`src/hw/rtl/assert_macros.svh`:
```
// Assertion macros for the sparse row store RTL.
// Expects clk and rst_n in the scope of each use.
`ifndef ASSERT_MACROS_SVH
`define ASSERT_MACROS_SVH

// check a property on every rising clk edge outside reset
`define SRS_ASSERT(lbl, prop, msg) \
  lbl: assert property (@(posedge clk) disable iff (!rst_n) (prop)) else $error(msg);

// check a property on every rising clk edge, reset included
`define SRS_ASSERT_ALWAYS(lbl, prop, msg) \
  lbl: assert property (@(posedge clk) (prop)) else $error(msg);

`endif

```
`src/hw/rtl/srs_ram.sv`:
```
// Generic single-port-write, single-port-read RAM with registered read.
// No dependencies.
`default_nettype none
module srs_ram #(
  parameter int WIDTH = 8,
  parameter int DEPTH = 16
) (
  input  wire logic                                      clk,
  input  wire logic                                      we,
  input  wire logic [(DEPTH > 1 ? $clog2(DEPTH) : 1)-1:0] waddr,
  input  wire logic [WIDTH-1:0]                          wdata,
  input  wire logic [(DEPTH > 1 ? $clog2(DEPTH) : 1)-1:0] raddr,
  output logic      [WIDTH-1:0]                          rdata
);

  logic [WIDTH-1:0] mem [DEPTH];

  always_ff @(posedge clk) begin
    if (we) begin
      mem[waddr] <= wdata;
    end
    rdata <= mem[raddr];
  end

endmodule
`default_nettype wire

```
`config.mk`:
```
export PLATFORM = sky130hd
export DESIGN_NAME = srs_ram
export DESIGN_NICKNAME = d
export VERILOG_FILES = /design/src/hw/rtl/assert_macros.svh /design/src/hw/rtl/srs_ram.sv
export SDC_FILE = /design/constraint.sdc
export NUM_CORES = 1
export LEC_CHECK = 0
export BUFFER_PORTS_ARGS = -buffer_cell sky130_fd_sc_hd__clkbuf_2
export CORE_ASPECT_RATIO = 0.75
export CORE_MARGIN = 2
export CORE_UTILIZATION = 55
export DETAILED_ROUTE_END_ITERATION = 16
export HOLD_SLACK_MARGIN = 0.15
export PLACE_DENSITY = 0.72
export SLEW_MARGIN = 40
export SYNTH_ARGS = -nofsm -noshare
export SYNTH_HDL_FRONTEND = slang
export SYNTH_SLANG_ARGS = --single-unit
```
`constraint.sdc`:
```
create_clock -name clk -period 6.68 [get_ports clk]
set_input_delay 2.004 -clock clk [delete_from_list [all_inputs] [get_ports clk]]
set_output_delay 2.004 -clock clk [all_outputs]
set_load 0.05 [all_outputs]
```
# ---- Word-level counts from Yosys, hierarchy flattened
# Memory sizes are Yosys's and may differ from the RTL's. A register that Yosys moved wholly into a read port is not among the register bits.
# Index checks and enable logic that the tools add are counted.
dict set report classes {
  n_mux 2
}
# cell count
set ops {}
lappend ops {{$mux 1} 2}
dict set report totals {
  reg_bits 0
  ramBits 128
  inputBits 18
  word_cells 3
  mem_count 1
}
# name words width read_ports rd_ports_with_merged_regs write_ports line_no
set mem_list {}
lappend mem_list {mem 16 8 1 1 1 srs_ram.sv:16} ;# logic [WIDTH-1:0] mem [DEPTH];

# ---- Longest topological paths before layout
# Gate-level depths: netlist of run 1.
dict set report logic_depth {
  ltp_word 2
  mapped_depth 5
  mapped_depth_nobuf 3
}

# ---- Worst setup path before layout of run 1
# OpenSTA, ideal clock, no wires.
dict set report synth_path {
  kind {input -> register}
  startpoint {input waddr[2] in the netlist's numbering}
  endpoint {memory mem[0][0] (enable)}
  setup_time_ns 0.383
  arrival_ns 3.114
  required_ns 6.297
  slack_ns 3.183
  stages 2
  path_cell_list {or3b_2 nor3_1}
}
# element line_no
set synth_lines {}
lappend synth_lines {{from (decl)} srs_ram.sv:10} ;# input wire logic [(DEPTH > 1 ? $clog2(DEPTH) : 1)-1:0] waddr,
lappend synth_lines {{to (decl)} srs_ram.sv:16}
# No word-level cell before the write port.

==> qor.csv, run 1 <==
stage;metric;value;unit
yosys;yosys-top-cells-area;edfxtp_1, mux4_2, mux4_1, dfxtp_1, a22oi_1;
sta;finalClockSkew;0.0116;ns
layout;syn_to_final_growth;16.1;%
routing;ant_nets;0;
routing;finalWirelength;9.93;mm
sta;hold_ws;0.664;ns
sta;min_period;3.31;ns
layout;finalNetCount;283;
yosys;synth_top_cell_area_share;74.7;%
routing;dr.first_iter.drc_count;355;
die;core_area;0.00908;mm²
clock_tree;htree_levels;4;
global_routing;global_route.overflow_total;0;
clock_tree;postCtsHoldBufs;0;
clock_tree;post_cts_buffers;0;
place;port-buffer-count;25;
sta;worst_slew_pin_slew;0.836;ns
yosys;yosysSeqAreaShare;77.8;%
worst_setup_path;worst-r2r-setup-slack;5.30;ns
clock_tree;clk_path_buf_depth;2;
layout;final_common_cell;edfxtp_1;
routing;drc;0;
yosys;synth_nets;247;
sta;tns;0;ns
clock_tree;clock-sinks;136;
die;rows;30;
die;initial_core_util;56.7;%
place;place_hpwl;5.82;mm
yosys;yosysTopAreaCell;edfxtp_1;
global_routing;grt_pass1_vias;2360;
global_routing;grt_first_pass_wirelength;14.6;mm
global_routing;grt_max_degree;33;
yosys;postSynthAreaPerCell;22.5;µm²
yosys;synthCells;229;
power_and_ir_drop;ir_drop;0.000223;V
power_and_ir_drop;leakage;1.99;nW
routing;post_drt_wl_per_cell;24.4;µm
job;cap_violations;0;
worst_setup_path;critPathCaptureType;flip-flop;
yosys;yosysWarnings;0;
layout;post-route-util;65.8;%
sta;hold_viol;0;
worst_setup_path;path_class;in -> reg;
clock_tree;cts-buffers-inserted;17;
clock_tree;root_buffer;clkbuf_16;
global_routing;grt_use_total;22.0;%
worst_setup_path;critPathLaunchType;primary input;
layout;final_cell_mix;edfxtp_1, clkbuf_2, mux4_2;
clock_tree;clk_latency;0.42;ns
worst_hold_path;hold_class;reg -> reg;
clock_tree;path_clk_slew;0.06;ns
routing;vias_per_cell;5.93;
sta;max_freq;302;MHz
sta;rsz0062_at_grt;no;
die;die_area;0.0102;mm²
die;die_h;87.8;µm
yosys;yosys_register_bits;136;
die;chipWidth;116;µm
power_and_ir_drop;p_total;1.96;mW
layout;n_antenna_cell;0;
die;boundaryPins;26;
power_and_ir_drop;p_per_area;328;mW/mm²
routing;vias;2406;
clock_tree;tritoncts;yes;
sta;max-slew-margin-rel;44.1;%
layout;drive_gt1_share;28.8;%
yosys;yosysUniqueCellTypes;19;
worst_setup_path;critical_path_arrival;3.62;ns
routing;dr.pass1.iters;4;
worst_setup_path;cp.required;6.98;ns
sta;fin_crit_sh;49.6;%
run_status;outcome;finished clean;
yosys;syn_area;0.00515;mm²
place;place_congestion;0.749;
sta;drv_slew;0;
worst_setup_path;cp_max_fo;32;
clock_tree;cts-resized-gates;0;
global_routing;grt_antenna_before_repair;0;
sta;finalSetupViolations;0;
-- metal layers --
layer	routed length [µm]	vias to the layer above	global-route usage (%)
met1	4490	1233	33.5
li1	-	1049	-
met5	0	-	0
met4	108	0	9.74
met3	772	10	8.30
met2	4550	114	28.7
-- synth_stat cells --
cell type / n
or3b_2: 1
nor3_1: 4
mux4_2: 18
clkdlybuf4s25_2: 3
nand3_1: 1
mux4_1: 14
and2_1: 1
nand3b_1: 2
buf_4: 1
buf_2: 3
nor2_1: 13
dfxtp_1: 8
nand2b_1: 2
a22oi_1: 16
edfxtp_1: 128
nand2_1: 9
buf_6: 3
and2b_1: 1
nor2b_1: 1
-- cells by family (layout without fill, tap and decap cells) --
| kind of cell | after synthesis | in the layout | share of synthesized area (%) |
|---|---|---|---|
| flip-flops | 136 | 136 | 77.8 |
| AO/OA/AOI/OAI | 16 | 16 | 2.33 |
| buffers and inverters | 10 | 59 | 1.68 |
| AND/OR/NAND/NOR | 35 | 35 | 3.18 |
| multiplexers | 32 | 32 | 15.0 |
-- cell type report --
class	count	area [µm²]
well taps	128	160
multi-input cells	83	1100
fillers	613	3110
clock buffers	18	429
flip-flops and latches	136	4000
repair buffers	27	143
clock inverters	14	138
-- through the flow --
stage / cells / cell area, µm² / setup WS, ns
floorplan: 229 / 5150 / 3.18
finish: 406 / 5980 / 3.37
CTS: 406 / 5970 / 3.36
global placement: 374 / 5370 / 2.90
detailed placement: 374 / 5410 / 2.91
global route: 406 / 5980 / 3.23
-- critical path: stages --
cell and delay [ns]:
clkbuf_2 0.08, buf_4 0.49, mux4_1 0.62, a22oi_1 0.32, nand2_1 0.09
-- report_power, final --
part	total [mW]	switching [mW]	internal, mW
logic	0.106	0.0715	0.0345
registers	0.960	0.00549	0.955
clock network	0.896	0.323	0.573
total	1.96	0.400	1.56
-- worst paths after layout --
kind,endpoint,cells past startpoint,startpoint
setup / recovery,rdata[4],5,raddr[0]
hold / removal,rdata[1],3,mem[14][1]
setup reg to reg,rdata[2],3,mem[6][2]
hold reg to reg,rdata[1],3,mem[14][1]
-- registers in the layout, indices dropped and copies added, names as in the netlist --
name   cells
rdata      8
mem      128
No activity file was read; power rests on OpenSTA's default activity.
==> run 2: changes to the inputs <==
Clock period 6.68 ns to 3.4 ns, I/O delays scaled along.
==> qor.csv, run 2 (synthesis results as in run 1) <==
stage;metric;value;unit
layout;reg.largest.list;mem: 128 flops, rdata: 8 flops;
die;initial_core_util;56.7;%
sta;max_freq;437;MHz
worst_setup_path;path_buf_inv;2;
sta;finalSetupViolations;0;
sta;hold_viol;0;
clock_tree;root_buffer;clkbuf_16;
worst_setup_path;crit_path_top_delay_cell;mux4_1;
layout;drive_gt1_share;30.9;%
routing;ant_nets;0;
layout;largest_register_ffs;128;
worst_setup_path;critPathCaptureType;flip-flop;
worst_setup_path;worstPathCellList;clkbuf_2 > buf_12 > mux4_1 > a22oi_1 > nand2_1;
layout;finalNetCount;296;
power_and_ir_drop;switchingPower;816;µW
sta;drv_slew;0;
routing;drc;0;
sta;hold_ws;0.671;ns
worst_setup_path;cp.required;3.69;ns
sta;fin_ws;1.11;ns
worst_setup_path;worst-r2r-setup-slack;1.97;ns
worst_setup_path;critical_path_arrival;2.58;ns
clock_tree;post_cts_buffers;0;
power_and_ir_drop;p_seq_share;48.2;%
routing;post_drt_wl_per_cell;22.8;µm
die;boundaryPins;26;
place;placedCellCount;387;
place;place_congestion;0.760;
global_routing;grt_max_degree;21;
layout;final_common_cell;edfxtp_1;
global_routing;grt_antenna_before_repair;0;
power_and_ir_drop;ir_drop;0.000614;V
die;die_area;0.0102;mm²
routing;dr.first_iter.drc_count;266;
power_and_ir_drop;switching_share;20.8;%
layout;final_cell_mix;edfxtp_1, clkbuf_2, mux4_2;
global_routing;grt_use_total;21.2;%
worst_setup_path;r2r_end;rdata[5];
layout;n_antenna_cell;0;
clock_tree;cts-buffers-inserted;17;
power_and_ir_drop;pwr-share-comb;5.3;%
power_and_ir_drop;pwr-share-clk;46.6;%
place;post-place-ws;0.677;ns
die;core_area;0.00908;mm²
global_routing;global_route.overflow_total;0;
worst_setup_path;cp_max_fo;20;
die;rows;30;
sta;tns;0;ns
sta;worst_slew_pin_slew;0.758;ns
power_and_ir_drop;internal-power;3.10;mW
die;die_h;87.8;µm
worst_setup_path;critPathMaxStageDelay;0.56;ns
sta;max-slew-margin-rel;49.3;%
place;port-buffer-count;25;
clock_tree;clock-sinks;136;
global_routing;grt_first_pass_wirelength;14.4;mm
layout;max_flop_register;mem;
power_and_ir_drop;leakage;2.06;nW
die;chipWidth;116;µm
worst_setup_path;cp.depth;5;
clock_tree;clk_latency;0.41;ns
clock_tree;tritoncts;yes;
clock_tree;htree_levels;4;
worst_setup_path;critPathLaunchType;primary input;
worst_hold_path;hp-start;mem[7][2];
clock_tree;clk_path_buf_depth;2;
sta;finalClockSkew;0.00512;ns
worst_setup_path;path_class;in -> reg;
sta;rsz0062_at_grt;no;
job;cap_violations;0;
routing;finalWirelength;9.54;mm
clock_tree;postCtsHoldBufs;0;
layout;post-route-util;66.9;%
place;place_hpwl;6.05;mm
clock_tree;path_clk_slew;0.05;ns
worst_hold_path;worstHoldEndpoint;rdata[2];
worst_hold_path;hold_depth;3;
global_routing;grt_pass1_vias;2446;
power_and_ir_drop;p_per_area;644;mW/mm²
routing;vias_per_cell;5.79;
layout;postLayoutCellArea;0.00608;mm²
place;postPlaceCellArea;0.00547;mm²
worst_hold_path;hold_class;reg -> reg;
clock_tree;cts-resized-gates;0;
power_and_ir_drop;p_total;3.91;mW
layout;fin_cells;419;
sta;fin_crit_sh;67.4;%
routing;dr.pass1.iters;4;
worst_setup_path;cpLargestDelayFamily;buffers and inverters;
sta;min_period;2.29;ns
routing;vias;2426;
worst_setup_path;r2r_cells;3;
run_status;outcome;finished clean;
layout;syn_to_final_growth;18.0;%
worst_setup_path;r2r_start;mem[1][5];
[run 2: cell types whose count changed in the layout (fill, tap and decap cells not counted), sizes merged]
cell	delta
clkbuf	-1
clkinvlp	+5
inv	+1
buf	+13
clkinv	-5
[run 2: worst max-delay path by stage]
stage | from | slack (ns) | end
floorplan | waddr[2] | 0.89 | mem[0][0]
global placement | raddr[0] | 0.67 | rdata[2]
detailed placement | raddr[0] | 0.68 | rdata[2]
CTS | raddr[0] | 1.12 | rdata[2]
global route | raddr[0] | 1.07 | rdata[2]
finish | raddr[0] | 1.11 | rdata[2]
[run 2: per-layer routing]
metal	part of all wire, %	up-vias	global-route usage [%]
met4	1.8	0	8.44
met5	0	-	0
met3	5.8	15	6.71
met2	46	81	30.2
met1	46	1256	31.2
li1	-	1074	-
[run 2: worst reg2reg max path, stage by stage (launching register included)]
cell and delay [ns]:
edfxtp_1 0.37, mux4_1 0.56, a22oi_1 0.28, nand2_1 0.10
[run 2: final cells by class]
cell class                      instances  area [µm²]
Timing Repair Buffer                   40         250
Tap cell                              128         160
Fill cell                             625        3010
Sequential cell                       136        4000
Clock inverter                         15         179
Clock buffer                           17         425
Multi-Input combinational cell         83        1060
[run 2: power by group through the flow]
| stage | logic [mW] | registers (mW) | clock network, mW |
|---|---|---|---|
| 3_5_place_dp | 0.207 | 1.92 | 0 |
| 2_1_floorplan | 0.0951 | 1.96 | 0 |
| 4_1_cts | 0.208 | 1.89 | 1.86 |
| 5_1_grt | 0.220 | 1.89 | 1.93 |
| 6_report | 0.206 | 1.89 | 1.82 |
| 3_3_place_gp | 0.204 | 1.92 | 0 |
